$ cat config.mk
export PLATFORM = sky130hd
export DESIGN_NAME = bsa_div
export DESIGN_NICKNAME = d
export VERILOG_FILES = /design/src/hw/rtl/bsa_pkg.sv /design/src/hw/rtl/bsa_div.sv
export SDC_FILE = /design/constraint.sdc
export NUM_CORES = 1
export LEC_CHECK = 0
export ABC_AREA = 1
export BUFFER_PORTS_ARGS = -buffer_cell sky130_fd_sc_hd__buf_4
export CAP_MARGIN = 20
export CORE_MARGIN = 2
export CORE_UTILIZATION = 45
export DETAILED_ROUTE_END_ITERATION = 7
export MAX_ROUTING_LAYER = met4
export PLACE_DENSITY = 0.67
export SETUP_SLACK_MARGIN = 0.3
export SYNTH_ARGS = -nofsm -noshare
export SYNTH_HDL_FRONTEND = slang
export SYNTH_SLANG_ARGS = --single-unit
$ cat constraint.sdc
create_clock -name clk -period 7.9 [get_ports clk]
set_input_delay 0.79 -clock clk [delete_from_list [all_inputs] [get_ports clk]]
set_output_delay 0.79 -clock clk [all_outputs]
set_load 0.1 [all_outputs]
$ cat src/hw/rtl/bsa_pkg.sv
// bsa_pkg: sizes, item types and the bin entry layout of the binned stats accumulator
// used by every module of the block but bsa_bin_ram, depends on nothing
`timescale 1ns / 1ps
`default_nettype none

package bsa_pkg;

  localparam int PLANES  = 4;
  localparam int STATS   = 8;
  localparam int COLUMNS = 64;
  localparam int NBINS   = PLANES * STATS * COLUMNS;
  localparam int AW      = (NBINS > 1) ? $clog2(NBINS) : 1;

  // shared divider and square root sizes
  localparam int DIV_NW = 78;
  localparam int DIV_DW = 24;
  localparam int SQ_W   = 64;

  localparam logic FUNC_ACC  = 1'b0;
  localparam logic FUNC_READ = 1'b1;

  typedef struct packed {
    logic              func;
    logic signed [23:0] sample;
    logic [1:0]        plane_sel;
    logic [2:0]        stat_sel;
    logic [5:0]        column_sel;
  } in_item_t;

  typedef struct packed {
    logic signed [39:0] sum_out;
    logic [15:0]        count_out;
    logic [22:0]        max_out;
    logic signed [23:0] min_out;
    logic signed [31:0] avg_out;
    logic [31:0]        stdev_out;
    logic signed [31:0] avg_over_max;
    logic               zero_divisor;
  } out_item_t;

  typedef struct packed {
    logic signed [39:0] sum;
    logic [15:0]        count;
    logic signed [23:0] max;
    logic signed [23:0] min;
    logic               has_min;
    logic [61:0]        sumsq;
  } bin_entry_t;

  localparam int ENTRY_W = $bits(bin_entry_t);

endpackage

`default_nettype wire

$ cat src/hw/rtl/bsa_div.sv
// bsa_div: restoring unsigned divider, one quotient bit per cycle
// depends on bsa_pkg for operand widths
`timescale 1ns / 1ps
`default_nettype none

module bsa_div (
  input  wire logic                       clk,
  input  wire logic                       rst_n,
  input  wire logic                       start,
  input  wire logic [bsa_pkg::DIV_NW-1:0] dividend,
  input  wire logic [bsa_pkg::DIV_DW-1:0] divisor,
  output logic                            done,
  output logic      [bsa_pkg::DIV_NW-1:0] quotient
);
  import bsa_pkg::*;

  localparam int CW = $clog2(DIV_NW + 1);

  logic [DIV_DW-1:0] rem_r;
  logic [DIV_DW-1:0] dsr_r;
  logic [DIV_NW-1:0] quo_r;
  logic [CW-1:0]     cnt_r;
  logic              busy_r;
  logic              done_r;
  logic [DIV_DW:0]   trial;
  logic              fits;

  assign trial = {rem_r, quo_r[DIV_NW-1]};
  assign fits  = trial >= {1'b0, dsr_r};

  always_ff @(posedge clk) begin
    if (!rst_n) begin
      busy_r <= 1'b0;
      cnt_r  <= '0;
      done_r <= 1'b0;
    end else if (start) begin
      busy_r <= 1'b1;
      cnt_r  <= '0;
      done_r <= 1'b0;
      rem_r  <= '0;
      quo_r  <= dividend;
      dsr_r  <= divisor;
    end else if (busy_r) begin
      rem_r <= fits ? DIV_DW'(trial - {1'b0, dsr_r}) : DIV_DW'(trial);
      quo_r <= {quo_r[DIV_NW-2:0], fits};
      cnt_r <= cnt_r + 1'b1;
      if (cnt_r == CW'(DIV_NW - 1)) begin
        busy_r <= 1'b0;
        done_r <= 1'b1;
      end else begin
        done_r <= 1'b0;
      end
    end else begin
      done_r <= 1'b0;
    end
  end

  assign done     = done_r;
  assign quotient = quo_r;

endmodule

`default_nettype wire

==> reports/metrics.csv <==
stage;metric;value;unit
outcome;status;finished clean;
cts;ctsHoldBuffers;0;
global_routing;track_usage;22.10;%
power;power.density;233.4;nW/um^2
cts;clkTransAtPathRegs;0.06;ns
cts;cts_tree;yes;
logic_synthesis;synth_cells;916;
power;pwr-share-seq;39.3;%
cts;post_cts_buffers;0;
critical_path;timing.critical_path.mode_cell;nand2_1;
critical_path;path_class;reg -> reg;
critical_path;setup.worst_path.start;rem_r[7];
logic_synthesis;syn_avg_cell_area;8.103;um^2
critical_path;crit_chain;ha_1 -> nand2_2 -> inv_1 -> nand2_1 -> nand2_1 -> nand3b_1 -> nand2_2 -> nand3_4 -> nand2_1 -> nand2_1 -> nand2_1 -> inv_1;
critical_path;crit_path_end_kind;flop;
cts;cts_max_level;4;
floorplan;die_h;132.4;um
timing;whs;0.4635;ns
logic_synthesis;yosysSeqAreaShare;53.41;%
critical_path;critPathArrivalTime;2.94;ns
timing;fin_crit;2.753;ns
critical_path;required;8.08;ns
global_routing;antenna_found_initial;0;
floorplan;rows;46;
global_routing;grt_max_degree;103;
critical_path;cp_max_fo;42;
logic_synthesis;syn_area;7422;um^2
timing;slew_violations;0;
critical_path;max_stage_delay;0.42;ns
logic_synthesis;yosys_warnings;0;
logic_synthesis;synth.distinct_cells;30;
worst_hold_path;holdCritPathClass;reg -> reg;
final_layout;n_antenna_cell;0;
final_layout;regArea;3964;um^2
placed_design;dp_hpwl;13.32;mm
floorplan;die_width;132.4;um
timing;setup_viol;0;
logic_synthesis;synth_edf_count;126;
cts;clk_latency;0.43;ns
cts;root_buffer;clkbuf_16;
cts;cts_made_buffers;17;
logic_synthesis;ys_ff_latch;135;
timing;finalCritPeriodShare;34.84;%
timing;timing.fmax;363.3;MHz
global_routing;first_global_vias;6024;
cts;cts.sinks;135;
routing;drt_iter0_markers;413;
final_layout;area.growth.synth_to_final;28.93;%
floorplan;io-pin-count;184;
power;p_sw_share;35.55;%
critical_path;r2r_cells;12;
timing;rsz0062_at_grt;false;
timing;fin_tns_setup;0;ns
placed_design;gp_congestion;0.8972;
routing;antenna_left;0;
routing;post_drt_wl_per_cell;13.86;um
routing;vias;6264;
power;p_int;1.439;mW
timing;hold_viol;0;
logic_synthesis;dominantRegCellSynth;edfxtp_1;
floorplan;die-area;17540;um^2
timing;slew_headroom;27.62;%
routing;route.detailed.drc;0;
final_layout;drive_gt1_share;20.88;%
floorplan;start_util;46.39;%
power;clkPwrFrac;33.7;%
worst_hold_path;holdPathStages;1;
routing;vias_per_cell;4.720;
cts;clk_path_buf_depth;2;
cts;cts_resized;0;
job;cap_violations;0;
power;power.leakage;4.812;nW
global_routing;met1_usage;26.88;%
logic_synthesis;async_flop_share;0;%
routing;finalWirelength;18.39;mm
critical_path;cp_slowest_cell;edfxtp_1;
logic_synthesis;syn_nets;1048;
power;comb_power_share;26.9;%
global_routing;grt.busiest_layer;met2;
power;ir_drop;0.1652;mV
routing;firstDrtPassIters;5;
critical_path;rr_endpoint;rem_r[23];
critical_path;ff2ff_setup_slack;5.15;ns
critical_path;worstSetupStartpointType;flop;
critical_path;r2r-start;rem_r[7];
final_layout;multi_input_area;2868;um^2
placed_design;io_buffers;183;
timing;finClkSkew;0.008715;ns
global_routing;grt_util_met2;35.38;%
critical_path;critPathCapture;rem_r[23];
timing;worst_slew_pin_slew;1.086;ns
floorplan;core_area;16000;um^2
global_routing;grt_pass1_wl;29.50;mm
global_routing;overflow;0;
final_layout;fill_cells;1503;
power;p_sw;793.9;uW
final_layout;final_nets;1230;
global_routing;use_met3;6.935;%
## worst min path at each step
| stage | end | start |
|---|---|---|
| 4_1_cts | cnt_r[6] | cnt_r[6] |
| 6_report | cnt_r[6] | cnt_r[6] |
| 3_5_place_dp | cnt_r[6] | cnt_r[6] |
| 3_3_place_gp | cnt_r[6] | cnt_r[6] |
| 2_1_floorplan | cnt_r[6] | cnt_r[6] |
| 5_1_grt | cnt_r[6] | cnt_r[6] |
## kinds of logic after synthesis
family / Yosys count / share of synthesized area (%)
flops: 135 / 53.41
fa+ha+maj: 27 / 4.653
buf+inv: 152 / 8.108
compound gates: 43 / 3.153
simple gates: 549 / 29.50
xor+xnor: 10 / 1.180
## state kept, by name (all words and copies together), names as in the netlist
signal / flops
rem_r: 24
quotient: 78
done: 1
cnt_r: 7
dsr_r: 24
busy_r: 1
## metrics by stage
step	total power [mW]	setup slack [ns]	std cells	area (um^2)	util, %
after global routing	2.341	4.938	1327	9569	59.81
after global placement	1.490	4.019	1293	8972	56.08
after floorplan	1.349	0.8595	916	7422	-
after CTS	2.251	5.109	1326	9554	59.71
final	2.233	5.147	1327	9569	59.81
after detailed placement	1.494	4.696	1294	8992	56.20
## synth_stat cells, types with 2 or more instances
library cell / number / area [um^2]
nor2_1: 66 / 247.7
clkbuf_1: 18 / 67.56
dfxtp_1: 9 / 180.2
nand4_1: 11 / 68.82
nand3b_1: 3 / 22.52
ha_1: 26 / 325.3
xor2_1: 2 / 17.52
nand2_2: 5 / 31.28
nor2_2: 3 / 18.77
xnor2_1: 8 / 70.07
o21ai_0: 18 / 90.09
nand3_1: 26 / 130.1
a21oi_1: 21 / 105.1
buf_6: 4 / 45.04
nor3_1: 5 / 25.02
edfxtp_1: 126 / 3784
inv_1: 128 / 480.5
nor4_1: 2 / 12.51
nand2_1: 424 / 1592
## cell type report
class	instances	area share (%)
flip-flops and latches	135	41.42
multi-input cells	629	29.97
repair buffers	187	14.88
inverters	128	5.034
clock buffers	18	4.485
well taps	216	2.824
clock inverters	14	1.386
## power groups by stage
stage / combinational, mW / clock, mW / sequential [mW]
floorplan: 0.270 / 0 / 1.08
global placement: 0.597 / 0 / 0.893
detailed placement: 0.602 / 0 / 0.892
CTS: 0.605 / 0.768 / 0.879
global route: 0.661 / 0.796 / 0.884
finish: 0.602 / 0.753 / 0.879
## critical path: cells and delay by family (launching register included)
kind                       cells  cell delay (ns)
and+or+nand+nor                9             1.60
DFF                            1             0.42
adders and majority gates      1             0.39
buffers and inverters          2             0.08
## per-layer routing
metal  vias to the layer above  routed length [um]
li1                       3247                   -
met3                        27                1393
met4                         0                 293
met5                         -                   0
met1                      2797                7945
met2                       193                8759
## layout by cell type (no fill, tap or decap), drive strengths merged
master / synthesis / routed
nor3: 5 / 5
and2: 1 / 1
nand3b: 3 / 3
nand2: 429 / 429
a21o: 1 / 1
nor2: 70 / 70
buf: 6 / 187
or2: 1 / 1
nor4: 2 / 2
edfxtp: 126 / 126
nand3: 27 / 27
inv: 128 / 134
clkinvlp: 0 / 2
o21a: 1 / 1
o21bai: 1 / 1
nand4: 11 / 11
a21oi: 22 / 22
fa: 1 / 1
clkinv: 0 / 6
ha: 26 / 26
o21ai: 18 / 18
dfxtp: 9 / 9
clkbuf: 18 / 18
xor2: 2 / 2
xnor2: 8 / 8
No activity file was read; power rests on OpenSTA's default activity.
