### config.mk
export PLATFORM = sky130hd
export DESIGN_NAME = bsa_bin_ram
export DESIGN_NICKNAME = d
export VERILOG_FILES = /design/src/hw/rtl/bsa_bin_ram.sv
export SDC_FILE = /design/constraint.sdc
export NUM_CORES = 1
export LEC_CHECK = 0
export BUFFER_PORTS_ARGS = -buffer_cell sky130_fd_sc_hd__buf_4
export CAP_MARGIN = 5
export CORE_MARGIN = 5
export CORE_UTILIZATION = 65
export CTS_BUF_LIST = sky130_fd_sc_hd__clkbuf_8
export DETAILED_ROUTE_END_ITERATION = 10
export PLACE_DENSITY = 0.85
export SLEW_MARGIN = 30
export SYNTH_ARGS = -nofsm -noshare
export SYNTH_HDL_FRONTEND = slang
export SYNTH_SLANG_ARGS = --single-unit
### constraint.sdc
create_clock -name clk -period 3.95 [get_ports clk]
set_clock_uncertainty 0.05 [all_clocks]
set_input_delay 0.395 -clock clk [delete_from_list [all_inputs] [get_ports clk]]
set_output_delay 0.395 -clock clk [all_outputs]
set_load 0.01 [all_outputs]
### src/hw/rtl/bsa_bin_ram.sv
// bsa_bin_ram: generic single write, single read port ram with registered read data
// depends on nothing
`timescale 1ns / 1ps
`default_nettype none

module bsa_bin_ram #(
  parameter int WIDTH = 8,
  parameter int DEPTH = 16
) (
  input  wire logic                               clk,
  input  wire logic                               wr_en,
  input  wire logic [((DEPTH > 1) ? $clog2(DEPTH) : 1)-1:0] wr_addr,
  input  wire logic [WIDTH-1:0]                   wr_data,
  input  wire logic                               rd_en,
  input  wire logic [((DEPTH > 1) ? $clog2(DEPTH) : 1)-1:0] rd_addr,
  output logic      [WIDTH-1:0]                   rd_data
);

  logic [WIDTH-1:0] mem [DEPTH];

  always_ff @(posedge clk) begin
    if (wr_en) begin
      mem[wr_addr] <= wr_data;
    end
  end

  always_ff @(posedge clk) begin
    if (rd_en) begin
      rd_data <= mem[rd_addr];
    end
  end

endmodule

`default_nettype wire

==> key figures, run 1 <==
Drt
  • DRC: 0
  • Routed WL per cell: 25.0 µm
  • Vias: 2,423
  • Detailed Routing Iterations Pass 1: 6
  • Antenna Nets Post-Route: 0
  • Total wire length: 9560 µm
  • DRT iter0 DRCs: 285
  • Vias per inst: 6.34

STA
  • Setup TNS: 0 ps
  • Slew Viols, Final: 0
  • Measured slew at the worst slew-check pin: between 800 and 900 ps
  • Max-slew headroom: 40.7%
  • Final setup fails: 0
  • Max Fclk: 553 MHz
  • Final Hold Viols: 0
  • Minimum clock period: around 1800 ps
  • Final period util: 45.8%
  • RSZ-0062 raised after global routing: no

Yosys
  • Netlist cell types: 18
  • Synth area leaders: edfxtp_1 (78%), mux4_2 (7.8%), mux4_1 (7.0%), a22oi_1 (2.3%), nor2_1 (0.93%)
  • Net Count, Synth: around 250
  • Yosys reg bits: ~140
  • Mean Syn Cell Area: about 23 µm²
  • Sequential cell area fraction in the yosys report: between 70% and 80%
  • Yosys warns: 0
  • Area leader, netlist: edfxtp_1
  • Post-Syn Instances: 229
  • Post-synth top area share: between 70 and 80%
  • Area of the mapped netlist: 5230 µm²

Global routing
  • Overflow after GRT: 0
  • Initial antenna violation count: 0
  • Total Routing Usage GR: roughly a fifth
  • GR Util met1: 29.5%
  • Global routing's busiest layer: met2
  • Global-route wire length before repair: between 10,000 and 15,000 µm
  • Vias in the first global route: 2,504
  • Met3 usage: 6.73%
  • GR Layer Usage met2: roughly 33%
  • Largest net degree at the start of global routing: 33

Setup path
  • Setup crit end kind: register
  • Crit path required time: 4070 ps
  • CP Class: input port to register
  • Worst path bufs/invs: 1
  • Critical path's top delay family: multiplexers
  • CP arrival: slightly below 2000 ps
  • CP Launch Type: input port
  • Critical Path Slowest Stage Cell: mux4_1
  • R2r endpoint: rd_data[1]
  • Worst R2R Path Depth: 3
  • Slowest stage delay, CP: 630 ps
  • CP Cell Sequence: buf_4 -> mux4_1 -> a22oi_1 -> nand2_1
  • FF-to-FF Start: mem[11][1]
  • Crit Path Max Fanout: 32
  • Reg-to-reg setup timing slack: 2330 ps

Final layout
  • Multi-input logic area: 1060 µm²
  • Final nets: 286
  • Layout cells sized above 1: between 20% and 30%
  • P&R area growth vs syn: 13.5%
  • Fillers: 421
  • Non-filler cells, final: 382
  • Antenna cell count: 0
  • Register area: 4080 µm²

Floorplanning
  • Num rows: 32
  • Die height: around 100 µm
  • Die Wd: 99.7 µm
  • Initial Utilization: 67.3%
  • Area of the die: 9940 µm²
  • Core area: 7770 µm²
  • I/O pin count: 27

Min path
  • Hold crit path type: input port to register
  • Hold endpoint: rd_data[6]
  • Min-delay src: rd_en
  • Hold path cells: 1

Place
  • Placed insts: 350
  • Hpwl dp: slightly below 6000 µm
  • Port Buf Inserts: 26
  • GP Congestion: 0.726

Power and ir drop
  • P per Cell Area: just over 500 nW/µm²
  • Power Internal: ~2400 µW
  • Combinational Power Share: 5.0%
  • Leak: about 0.0020 µW
  • Sw power: 604 µW
  • Switch share: 19.9%
  • Peak supply drop: 359 µV
  • Sequential share of power: 53.8%
  • Clock share of power: 41.3%

Clocking
  • Post-CTS Resized: 0
  • Worst-skew pair later-pin latency: between 400 and 500 ps
  • Htree depth: 4
  • Clock transition at the registers of the reported paths: ~70 ps
  • CTS buffer count: 17
  • Sink Count: about 140
  • Post-CTS setup buffers: 0
  • TritonCTS clock tree: built
  • Cts hold-fix bufs: 0
  • Maximum root-to-sink buffer count: 2
  • Root Driver: clkbuf_8

Run status
  • Outcome: complete, no violations

Flow run
  • Max-cap viol count: 0
==> synth_stat cells, drive strengths merged <==
cell type and count:
edfxtp 136, mux4 32, a22oi 16, nor2 13, nand2 9, buf 7, nor3 4, clkdlybuf4s25 3
nand2b 2, nand3b 2, and2 1, and2b 1, nand3 1, nor2b 1, or3b 1
==> stage by stage <==
stage	hold slack (ps)	total power (µW)	utilization, %	area [µm²]	setup slack (ps)
floorplan	444	1750	-	5230	2010
global placement	646	1810	70.6	5490	1750
detailed placement	652	1820	70.6	5490	1630
CTS	183	3050	76.4	5930	2100
global route	180	3130	76.4	5940	2050
finish	201	3040	76.4	5940	2140
==> how the worst max path moves through the flow <==
stage                     from  slack (ps)          to  cells past startpoint
floorplan           wr_addr[2]        2010   mem[0][0]                      2
global placement    rd_addr[0]        1750  rd_data[5]                      4
detailed placement  wr_addr[2]        1630   mem[0][5]                      3
CTS                 wr_addr[2]        2100   mem[0][3]                      3
global route        rd_addr[0]        2050  rd_data[1]                      4
finish              rd_addr[0]        2140  rd_data[1]                      4
==> cell type report <==
cell class	instances	share of cell area, %
Timing Repair Buffer	29	3.67
Clock buffer	17	3.94
Tap cell	102	2.15
Clock inverter	15	3.54
Sequential cell	136	68.8
Multi-Input combinational cell	83	17.9
==> routing by layer <==
metal	vias up	routed length, µm
li1	1053	-
met1	1216	3690
met2	140	4850
met3	14	896
met4	0	126
met5	-	0
==> cells by family after synthesis <==
logic type | count (synthesis) | synth area share [%]
AND/OR/NAND/NOR | 35 | 3.14
flip-flops | 136 | 78.1
multiplexers | 32 | 14.8
buffers and inverters | 10 | 1.65
AO/OA/AOI/OAI | 16 | 2.30
==> cells in the final DEF, fill, tap and decap left out, types with 5 or more instances in the layout <==
cell type	count
a22oi_1	16
clkbuf_8	17
nand2_1	9
buf_4	29
mux4_1	14
bufinv_16	5
edfxtp_1	136
mux4_2	18
nor2_1	13
==> power groups by stage <==
stage | Sequential, µW | Combinational (µW) | Clock (µW)
after global placement | 1660 | 145 | 0
after detailed placement | 1660 | 151 | 0
final | 1630 | 151 | 1250
after global routing | 1630 | 162 | 1340
after floorplan | 1670 | 82.1 | 0
after CTS | 1630 | 152 | 1260
==> worst register-to-register path, delay by kind of cell, from the launching register on <==
kind	cells	cell delay, ps
AND/OR/NAND/NOR	1	90
flip-flops	1	390
AO/OA/AOI/OAI	1	320
multiplexers	1	490
==> registers in the layout (all words and copies together) (netlist names) <==
signal,flops
rd_data,8
mem,128
(Power assumes the default switching activity.)
==> inputs of run 2 (changes only) <==
Settings changed: ABC_AREA set to 1, CORE_UTILIZATION 65 to 63, PLACE_DENSITY 0.85 to 0.82.
Clock period 3.95 ns to 1.86 ns, I/O delays scaled along.
==> run 2 against run 1 <==
Sequential share of layout area down 7.3 points. Wire length up 36%. Core utilization is 3.9 points lower. Clock power grew 120%. Global-route usage is 3.7 points higher. The flow now finishes with violations (DRC). Highest routed layer unchanged. Largest power group unchanged. Power rose by 120%. Sequential power increased by 110%. Synthesized area is 12% higher. Worst setup slack worse by 1500 ps. Clock-buffer cell count is the same. Synthesized cell count up 140%.
==> key figures, run 2 <==
Run status
  • Outcome: finished, violations left
  • Failing checks: DRC

Clocking
  • Worst-skew pair later-pin latency: 420 ps
  • Sink Count: 136
  • Post-CTS setup buffers: 0
  • Clock transition at the registers of the reported paths: 70 ps
  • Htree depth: 4
  • Post-CTS Resized: 0
  • Cts hold-fix bufs: 0
  • Maximum root-to-sink buffer count: 2
  • Root Driver: clkbuf_8
  • CTS buffer count: 17
  • TritonCTS clock tree: built

Power and ir drop
  • Peak supply drop: 587 µV
  • Leak: around 0.0029 µW
  • P per Cell Area: 1010 nW/µm²

Floorplanning
  • Initial Utilization: a little under two thirds
  • Die Wd: 106 µm
  • I/O pin count: 27
  • Core area: slightly above 9000 µm²
  • Die height: 106 µm
  • Area of the die: 11,300 µm²
  • Num rows: 35

Drt
  • Total wire length: 13,000 µm
  • Detailed Routing Iterations Pass 1: 8
  • DRC: 1
  • Routed WL per cell: 18.2 µm
  • Vias: 4,005
  • Antenna Nets Post-Route: 0
  • Vias per inst: 5.60
  • DRT iter0 DRCs: 421

Place
  • Port Buf Inserts: 26
  • Placed Instance Area: about 6200 µm²
  • Hpwl dp: 7880 µm
  • GP Congestion: 0.885

Yosys
  • Post-synth top area share: between 60% and 70%
  • Post-synth ARST share: 0%
  • Synth area leaders: edfxtp_1 (70%), nand2_1 (11%), nand3_1 (8.3%), inv_1 (6.4%), buf_6 (1.2%)
  • Area of the mapped netlist: 5850 µm²
  • Yosys reg bits: 136
  • Netlist cell types: 11
  • Net Count, Synth: between 500 and 600
  • EDFF count, synth: 136
  • Mean Syn Cell Area: 10.6 µm²
  • Area leader, netlist: edfxtp_1
  • Post-Syn Instances: roughly 550
  • Ys flop type: edfxtp_1
  • Most frequent cells after synthesis: nand2_1 (173), edfxtp_1 (136), inv_1 (100)
  • Yosys warns: 0
  • Sequential cell area fraction in the yosys report: between 60% and 70%
  • Count leader, synth: nand2_1

Setup path
  • Reg-to-reg setup timing slack: 640 ps
  • Slowest stage delay, CP: 430 ps
  • Worst Setup SP: rd_data[1]
  • Critical Path Slowest Stage Cell: edfxtp_1
  • Worst path bufs/invs: 1
  • Crit path required time: 1620 ps
  • CP Launch Type: register
  • Setup crit end kind: primary output
  • CP Cell Sequence: buf_4
  • CP arrival: 1020 ps
  • CP Class: register to primary output
  • FF-to-FF Start: mem[5][4]
  • Worst path depth: 1
  • Crit path to: rd_data[1]
  • R2r endpoint: rd_data[4]
  • Worst R2R Path Depth: 6
  • Critical path's top delay family: flip-flops
  • Crit Path Max Fanout: 1

Final layout
  • Cell area after layout: between 6000 and 7000 µm²
  • Most common cell after layout, fill and taps aside: nand2_1
  • Top reg by flops: mem
  • P&R area growth vs syn: 13.5%
  • Layout cells sized above 1: 12.4%
  • Fillers: 587
  • Max reg flops: 128
  • Final nets: 610
  • Most frequent cells in the layout: nand2_1 (173), edfxtp_1 (136), inv_1 (103), nand3_1 (97), buf_4 (44)
  • Antenna cell count: 0
  • Biggest registers after layout: mem: 128 flops, rd_data: 8 flops

Global routing
  • Initial antenna violation count: 0
  • Total Routing Usage GR: ~25%
  • Overflow after GRT: 0
  • Vias in the first global route: 3,837
  • Global-route wire length before repair: 20,900 µm
  • Largest net degree at the start of global routing: 60

STA
  • Max-slew headroom: 56.3%
  • Measured slew at the worst slew-check pin: 655 ps
  • Final setup fails: 0
  • Final period util: 67.4%
  • Final Hold Viols: 0
  • Max Fclk: roughly 800 MHz
  • Slew Viols, Final: 0
  • Setup TNS: 0 ps
  • RSZ-0062 raised after global routing: no
  • Minimum clock period: 1250 ps

Min path
  • Hold crit path type: input port to register

Flow run
  • Max-cap viol count: 0
[run 2: power breakdown]
group          leakage (µW)  internal [µW]  switching [µW]
Combinational       0.00142            136             301
Clock              0.000233           1720            1100
Sequential          0.00124           3450            20.4
[run 2: worst min path at each step]
stage,start,endpoint,slack (ps),depth (start not counted)
floorplan,wr_data[0],mem[0][0],230,0
global placement,rd_en,rd_data[3],440,1
detailed placement,rd_en,rd_data[2],450,1
CTS,rd_en,rd_data[7],10,1
global route,rd_en,rd_data[1],20,1
finish,rd_en,rd_data[5],20,1
[run 2: final cells by class]
class                           count  area, µm²  area share, %
Sequential cell                   136       4080           61.5
Multi-Input combinational cell    289       1210           18.3
Inverter                          102        383           5.77
Timing Repair Buffer               45        350           5.28
Clock inverter                     15        235           3.54
Clock buffer                       17        234           3.52
Tap cell                          111        139           2.09
[run 2: cell families after synthesis]
logic type	synth area share (%)
AND/OR/NAND/NOR	20.8
buffers and inverters	9.39
flip-flops	69.8
[run 2: layer usage]
layer | track usage [%] | share of wire (%) | vias to the layer above
met4 | 11.1 | 3.4 | 0
li1 | - | - | 1856
met5 | 0 | 0 | -
met1 | 33.7 | 37 | 1837
met3 | 6.19 | 12 | 33
met2 | 38.5 | 48 | 279
[run 2: metrics by stage]
stage          setup WS, ps  hold slack, ps  total power (µW)  cells  utilization [%]
2_1_floorplan           673             235              3780    551                -
3_3_place_gp            309             441              3950    683             67.4
3_5_place_dp            320             450              3970    683             67.4
4_1_cts                 591            9.71              6730    715             72.5
5_1_grt                 554            17.0              6930    715             72.5
6_report                606            23.9              6720    715             72.5
