==> src/hw/rtl/bsa_pkg.sv <==
// bsa_pkg: sizes, item types and the bin entry layout of the binned stats accumulator
// used by every module of the block but bsa_bin_ram, depends on nothing
`timescale 1ns / 1ps
`default_nettype none

package bsa_pkg;

  localparam int PLANES  = 4;
  localparam int STATS   = 8;
  localparam int COLUMNS = 64;
  localparam int NBINS   = PLANES * STATS * COLUMNS;
  localparam int AW      = (NBINS > 1) ? $clog2(NBINS) : 1;

  // shared divider and square root sizes
  localparam int DIV_NW = 78;
  localparam int DIV_DW = 24;
  localparam int SQ_W   = 64;

  localparam logic FUNC_ACC  = 1'b0;
  localparam logic FUNC_READ = 1'b1;

  typedef struct packed {
    logic              func;
    logic signed [23:0] sample;
    logic [1:0]        plane_sel;
    logic [2:0]        stat_sel;
    logic [5:0]        column_sel;
  } in_item_t;

  typedef struct packed {
    logic signed [39:0] sum_out;
    logic [15:0]        count_out;
    logic [22:0]        max_out;
    logic signed [23:0] min_out;
    logic signed [31:0] avg_out;
    logic [31:0]        stdev_out;
    logic signed [31:0] avg_over_max;
    logic               zero_divisor;
  } out_item_t;

  typedef struct packed {
    logic signed [39:0] sum;
    logic [15:0]        count;
    logic signed [23:0] max;
    logic signed [23:0] min;
    logic               has_min;
    logic [61:0]        sumsq;
  } bin_entry_t;

  localparam int ENTRY_W = $bits(bin_entry_t);

endpackage

`default_nettype wire

==> src/hw/rtl/bsa_sqrt.sv <==
// bsa_sqrt: floor square root, two radicand bits per cycle
// depends on bsa_pkg for the radicand width
`timescale 1ns / 1ps
`default_nettype none

module bsa_sqrt (
  input  wire logic                     clk,
  input  wire logic                     rst_n,
  input  wire logic                     start,
  input  wire logic [bsa_pkg::SQ_W-1:0] value,
  output logic                          done,
  output logic      [bsa_pkg::SQ_W/2-1:0] root
);
  import bsa_pkg::*;

  localparam int STEPS = SQ_W / 2;
  localparam int CW    = $clog2(STEPS);

  logic [SQ_W-1:0] v_r;
  logic [SQ_W-1:0] res_r;
  logic [SQ_W-1:0] bit_r;
  logic [CW-1:0]   cnt_r;
  logic            busy_r;
  logic            done_r;
  logic [SQ_W-1:0] cand;

  assign cand = res_r + bit_r;

  always_ff @(posedge clk) begin
    if (!rst_n) begin
      busy_r <= 1'b0;
      cnt_r  <= '0;
      done_r <= 1'b0;
    end else if (start) begin
      busy_r <= 1'b1;
      cnt_r  <= '0;
      done_r <= 1'b0;
      v_r    <= value;
      res_r  <= '0;
      bit_r  <= SQ_W'(1) << (SQ_W - 2);
    end else if (busy_r) begin
      if (v_r >= cand) begin
        v_r   <= v_r - cand;
        res_r <= (res_r >> 1) + bit_r;
      end else begin
        res_r <= res_r >> 1;
      end
      bit_r <= bit_r >> 2;
      cnt_r <= cnt_r + 1'b1;
      if (cnt_r == CW'(STEPS - 1)) begin
        busy_r <= 1'b0;
        done_r <= 1'b1;
      end else begin
        done_r <= 1'b0;
      end
    end else begin
      done_r <= 1'b0;
    end
  end

  assign done = done_r;
  assign root = res_r[SQ_W/2-1:0];

endmodule

`default_nettype wire

==> config.mk <==
export PLATFORM = sky130hd
export DESIGN_NAME = bsa_sqrt
export DESIGN_NICKNAME = d
export VERILOG_FILES = /design/src/hw/rtl/bsa_pkg.sv /design/src/hw/rtl/bsa_sqrt.sv
export SDC_FILE = /design/constraint.sdc
export NUM_CORES = 1
export LEC_CHECK = 0
export BUFFER_PORTS_ARGS = -buffer_cell sky130_fd_sc_hd__buf_2
export CORE_MARGIN = 2
export CORE_UTILIZATION = 55
export CTS_CLUSTER_SIZE = 24
export DETAILED_ROUTE_END_ITERATION = 16
export PLACE_DENSITY = 0.73
export SYNTH_ARGS = -nofsm -noshare
export SYNTH_HDL_FRONTEND = slang
export SYNTH_SLANG_ARGS = --single-unit
==> constraint.sdc <==
create_clock -name clk -period 16.8 [get_ports clk]
set_input_delay 0.84 -clock clk [delete_from_list [all_inputs] [get_ports clk]]
set_output_delay 0.84 -clock clk [all_outputs]
set_load 0.005 [all_outputs]
==> run metrics, run 1 <==
status completed; sw frac 0.4093; ys flop type edfxtp_1; worst min-delay path category register to register; Clock Sinks between 150 and 200; Synth warnings 0; Gate power share 0.461; DRT iter0 DRCs 1,770; Die Y between 150 and 200 um; critical path peak fanout 64; setup violation total in the final timing report 0; EDFF count, synth 160; Worst path most repeated cell a21oi_1; Layout Nets about 2,000; simple-gate area share of the yosys netlist 0.1734; Clock power frac 0.230; Slew @ Worst Pin between 1 and 1.5 ns; vias between 10,000 and 15,000; number of synthesized register bits roughly 170; Worst Path Required 16.89 ns; Synth async-reset ratio 0; post-synthesis adder-cell area fraction 0.1103; core area around 27,000 um2; Post-Route Skew between 0.015 and 0.02 ns; largest net degree at the start of global routing 93; initial core utilization 0.5608; cells along the critical path ha_1 > ha_1 > a21o_1 > a31oi_1 > o21ai_0 > a211oi_1 > o21ai_0 > a21oi_1 > o21bai_1 > a21oi_1 > a21oi_1 > o21ai_0 > xor2_1 > ha_1 > and3_1 > a221o_1 > a21oi_1 > o21a_1 > a21oi_1 > a211oi_1 > o31a_1 > buf_4 > a21oi_4 > buf_4; die width approximately 170 um; CP arrival 6.96 ns; post-route ant nets 0; antenna cells 0; root buf cell clkbuf_16; max cap viols 0; CP startpoint kind register; CP Capture Type register; FP Rows 60; Synth Net Count 1,954; Post CTS Setup Buffer Count 0; Sequential Power Share 0.309; DRC violations left 0; Area Overhead vs Synth 7.479%; register area share after synthesis 0.3262; CP max stage cell a211oi_1; post-synthesis compound-gate area fraction 0.2453; PostCTS Resize Cnt 0; Port Buf Inserts just under 100; Critical Path Max Stage Delay about 0.53 ns; gr ovfl total 0; Leakage about 6.3 nW; DIE AREA a little under 30,000 um2; TNS Setup 0 ns; PD cells 115.8 nW/um2; RSZ-0062 raised after global routing false; CTS tree built; sw power between 0.7 and 0.8 mW; largest buffer count on any clock path 2; Filler cells approximately 2,400; Tot Pwr about 1.9 mW; post-synthesis mux area share 0.004293; Gate Count Post-Synth 1,754; share of cells above drive strength 1 0.1074; Internal Pwr Total 1.114 mW; largest family of logic cells by synthesized area compound AO/OA/AOI/OAI gates; hold slack 0.5065 ns; Worst Setup Path Type register to register; io pins 100; Post-Syn Area per Cell 8.641 um2; number of library cell types mapped by synthesis 75; CTS clk-pin slew, worst paths about 0.080 ns; CP bufs+invs 2; WL final approximately 39,000 um; Pins Over Slew Limit 0; final hold vios 0; fmax approximately 0.15 GHz; first-pass GRT wire length around 62,000 um; vias in the first global route roughly 12,000; initial antenna violation count 0; drt via density 6.224; Max VDD drop around 76 uV; Wirelength per Cell 18.31 um; GR Util All Layers 0.2704; Slew HR 0.3103; hpwl dp ~30,000 um; Hold-fix buffers, CTS 0; worst skew pair latency between 0.4 and 0.5 ns; Final Cycle Share 0.4091; xor and xnor fraction of the mapped netlist area 0.09823; gp weighted congestion 0.9292; Num CTS Buffers 17; CP top delay family compound AO/OA/AOI/OAI gates; Min Clock Period, post-route between 6 and 7 ns; DRT Pass-1 Iters 6; H-Tree Level Count 4; Netlist Area Pre-Place ~15,000 um2
sequential cells by signal, indices dropped and copies added (netlist names):
register  flops
busy_r        1
res_r        64
cnt_r         5
bit_r        32
done          1
v_r          64
per-stage QoR:
step,area (um2),worst slack [ns],utilization,std cells
after global routing,16290,9.389,0.6028,2138
after detailed placement,15660,10.00,0.5794,2106
after floorplan,15160,8.311,-,1754
final,16290,9.927,0.6028,2138
after global placement,15660,10.22,0.5794,2106
after CTS,16290,9.955,0.6028,2138
layout by cell type (no fill, tap or decap), types with 15 or more instances in the layout:
cell type / synthesis / final
o21ai_0: 166 / 166
nor2_1: 128 / 128
buf_2: 11 / 98
a211oi_1: 36 / 36
a31oi_1: 66 / 66
edfxtp_1: 160 / 160
nand2_1: 228 / 228
clkbuf_16: 0 / 17
xor2_1: 92 / 92
nand4_1: 36 / 36
ha_1: 132 / 132
and3_1: 19 / 19
a31o_2: 15 / 15
xnor2_1: 78 / 78
nor3_1: 15 / 15
o21bai_1: 37 / 37
inv_1: 38 / 37
nand3_1: 31 / 31
or3_1: 22 / 22
nor2b_1: 44 / 44
a21o_1: 49 / 49
a21oi_1: 120 / 119
power groups by stage:
stage / registers, mW / clock network (mW) / logic [mW]
2_1_floorplan: 0.570 / 0 / 0.677
3_3_place_gp: 0.590 / 0 / 0.839
3_5_place_dp: 0.589 / 0 / 0.851
4_1_cts: 0.581 / 0.440 / 0.857
5_1_grt: 0.589 / 0.453 / 0.963
6_report: 0.583 / 0.434 / 0.869
synth_stat cells, drive strengths merged (44+ instances only):
cell / number / area share
edfxtp: 160 / 0.32
ha: 132 / 0.11
buf: 46 / 0.021
o21ai: 174 / 0.058
nor2b: 44 / 0.018
clkbuf: 48 / 0.012
xnor2: 78 / 0.045
nor2: 129 / 0.032
a21o: 49 / 0.024
a21oi: 122 / 0.041
nand2: 228 / 0.056
xor2: 92 / 0.053
a31oi: 66 / 0.027
final timing paths:
check / start / end / slack (ns) / depth (start not counted)
min: cnt_r[4] / cnt_r[4] / 0.51 / 2
max reg2reg: bit_r[0] / v_r[23] / 9.93 / 24
min reg2reg: cnt_r[4] / cnt_r[4] / 0.51 / 2
max: bit_r[0] / v_r[23] / 9.93 / 24
tightest hold or removal path, stage by stage (launching register included):
cell	delay, ns
dfxtp_1	0.34
mux2i_1	0.07
nor2_1	0.07
cells by family after synthesis:
| logic type | count (synthesis) |
|---|---|
| mux | 6 |
| simple gates | 565 |
| fa+ha+maj | 133 |
| buf+inv | 133 |
| compound gates | 580 |
| flops | 167 |
| xor+xnor | 170 |
final cells by class:
class	count	area [um2]	share of cell area
multi-input cells	1454	9592	0.5888
flip-flops and latches	167	4945	0.3035
repair buffers	105	546.8	0.03356
well taps	341	426.7	0.02619
clock buffers	17	425.4	0.02611
clock inverters	15	207.7	0.01275
inverters	39	147.6	0.009063
metal layers:
metal	track usage	routed length [um]	vias to the layer above
met2	0.3924	16230	502
met3	0.03512	3192	45
li1	-	-	6540
met5	0	0	-
met1	0.4236	19130	6220
met4	0.06429	597	0
Note: power is estimated with default switching activity, not from simulation.
==> run 2, diff against run 1 <==
ABC_AREA = 1   (was unset)
PLACE_DENSITY = 0.75   (was 0.73)
clock period = 6.2 ns   (was 16.8 ns; I/O delays follow)
==> run 2 against run 1 <==
Synthesized cell count up 100%; die area up 35%; register-to-register slack worse by 9.3 ns; largest cell class unchanged; clock-buffer cell count unchanged; global-route usage up 12 points.
==> run metrics, run 2 <==
Min Clock Period, post-route between 5 and 6 ns; Post-Route Skew approximately 0.012 ns; final hold vios 0; gr ovfl total 0; cells along the critical path ha_1 > nand2_1 > o21ai_0 > nand2_1 > o21ai_0 > a21oi_1 > o21ai_0 > xnor2_1 > ha_1 > nand2_1 > nor2_1 > nand2_1 > nor2_1 > nand4_1 > nand3_1 > nand2_2 > nand2_2 > o21ai_0 > inv_2 > buf_4; CP bufs+invs 2; die width approximately 200 um; gp weighted congestion ~1; Area Overhead vs Synth 6.385%; area fraction of the dominant cell type after synthesis 0.2610; max cap viols 0; H-Tree Level Count 4; vias 22,680; Synth warnings 0; drt via density 5.596; DRC violations left 0; Hold-fix buffers, CTS 0; status completed; CTS tree built; worst skew pair latency around 0.48 ns; top flop regs res_r: 64 flops, v_r: 64 flops, bit_r: 32 flops; hold slack 0.1008 ns; Gate Count Post-Synth between 3,000 and 4,000; number of synthesized register bits roughly 170; CP Capture Type register; most common cell after layout, fill and taps aside nand2_1; pre-CTS setup slack between 0.7 and 0.8 ns; Netlist Area Pre-Place a little over 20,000 um2; top post-synthesis cells by area nand2_1 26%, edfxtp_1 23%, inv_1 10%; Post-Syn Area per Cell a little under 6 um2; final worst slack approximately 0.66 ns; critical path peak fanout 23; Die Y just under 200 um; number of library cell types mapped by synthesis 44; Final Cycle Share 0.8940; PostCTS Resize Cnt 0; Sequential Power Share 0.277; core area ~37,000 um2; initial core utilization 0.5607; root buf cell clkbuf_16; Synth area leader nand2_1; Inst Count DP about 4,000; largest buffer count on any clock path 2; first-pass GRT wire length roughly 110,000 um; FP Rows 70; EDFF count, synth 160; initial antenna violation count 0; DIE AREA around 39,000 um2; largest net degree at the start of global routing 64; ys flop type edfxtp_1; CP top delay family simple AND/OR/NAND/NOR gates; RSZ-0062 raised after global routing false; Pins Over Slew Limit 0; worst min-delay path category primary input to register; Synth async-reset ratio 0; fmax around 0.18 GHz; GR Util All Layers 0.3861; DRT iter0 DRCs between 2,000 and 2,500; share of cells above drive strength 1 0.05328; CP max stage cell edfxtp_1; Slew @ Worst Pin approximately 0.74 ns; Max VDD drop ~210 uV; Non-Filler Instances 4,053; sw frac 0.4798; io pins 100; Synth Net Count 3,720; Internal Pwr Total approximately 3.1 mW; Clock Sinks 167; Commonest cells post-synth 1,431 x nand2_1, 564 x inv_1, 341 x nor2_1, 214 x nand3_1, 160 x edfxtp_1; CP arrival between 5 and 6 ns; WL final 74,730 um; most frequent cells in the layout 1,431 x nand2_1, 561 x inv_1, 341 x nor2_1, 214 x nand3_1, 160 x edfxtp_1; antenna cells 0; Port Buf Inserts between 90 and 100; sw power roughly 2.8 mW; DRT Pass-1 Iters 7; Tot Pwr ~5.9 mW; DP Area around 21,000 um2; Slew HR 0.5007; Critical Path Max Stage Delay between 0.5 and 0.6 ns; register area share after synthesis 0.2403; TNS Setup 0 ns; Layout Nets 3,772; Post CTS Setup Buffer Count 0; worst setup path start res_r[22]; CP startpoint kind register; Worst Setup Path Type register to register; post-layout util 0.5965; Num CTS Buffers 17; setup violation total in the final timing report 0; Clock power frac 0.193; PD cells 268.1 nW/um2; hold path start value[3]; Gate power share 0.530; most common cell in the synthesized netlist nand2_1; vias in the first global route 21,750; Leakage between 10 and 15 nW; reg2reg start res_r[22]; post-route ant nets 0; post-route cell area 21,890 um2; hpwl dp around 61,000 um; Worst Path Required 6.35 ns; Wirelength per Cell 18.44 um; CTS clk-pin slew, worst paths 0.07 ns
## run 2: final cells by class
type	count	area, um2
clock buffer	17	425.4
clock inverter	15	163.9
fill	3723	14810
inverter	571	2146
multi-input combinational	2705	13020
sequential	167	4945
tap	468	585.6
timing repair buffer	110	605.6
## run 2: logic make-up (layout without fill, tap and decap cells)
family,Yosys count,after routing,share of synthesized area
and+or+nand+nor,2149,2149,0.4246
buffers and inverters,648,713,0.1270
AOI/OAI and AO/OA,320,320,0.08306
DFF,167,167,0.2403
adders and majority gates,133,133,0.08124
xor gates and xnor gates,103,103,0.04384
## run 2: worst register-to-register path: stages, from the launching register on
cell      delay [ns]
edfxtp_1        0.56
ha_1            0.47
nand2_1         0.09
o21ai_0         0.35
nand2_1         0.11
o21ai_0         0.47
a21oi_1         0.07
o21ai_0         0.31
xnor2_1         0.16
ha_1            0.40
nand2_1         0.12
nor2_1          0.22
nand2_1         0.11
nor2_1          0.15
nand4_1         0.14
nand3_1         0.22
nand2_2         0.12
nand2_2         0.15
o21ai_0         0.11
inv_2           0.47
buf_4           0.41
## run 2: worst paths after layout
| path | depth (start not counted) | slack [ns] | endpoint |
|---|---|---|---|
| setup / recovery | 20 | 0.66 | v_r[59] |
| hold / removal | 3 | 0.10 | v_r[3] |
| setup reg to reg | 20 | 0.66 | v_r[59] |
| hold reg to reg | 2 | 0.48 | cnt_r[4] |
## run 2: layer usage
metal  vias up  share of wire  routed length [um]  global-route usage
li1      11130              -                   -                   -
met1     10160           0.40               29630              0.4747
met2      1130           0.45               33550              0.6337
met3       269          0.082                6162             0.05395
met4         0          0.072                5387              0.2540
met5         -              0                   0                   0
## run 2: power by group through the flow
| stage | Clock, mW | Combinational (mW) | Sequential, mW |
|---|---|---|---|
| 5_1_grt | 1.17 | 3.47 | 1.63 |
| 2_1_floorplan | 0 | 2.26 | 1.55 |
| 3_5_place_dp | 0 | 3.02 | 1.63 |
| 6_report | 1.13 | 3.11 | 1.62 |
| 4_1_cts | 1.13 | 3.03 | 1.61 |
| 3_3_place_gp | 0 | 2.96 | 1.63 |
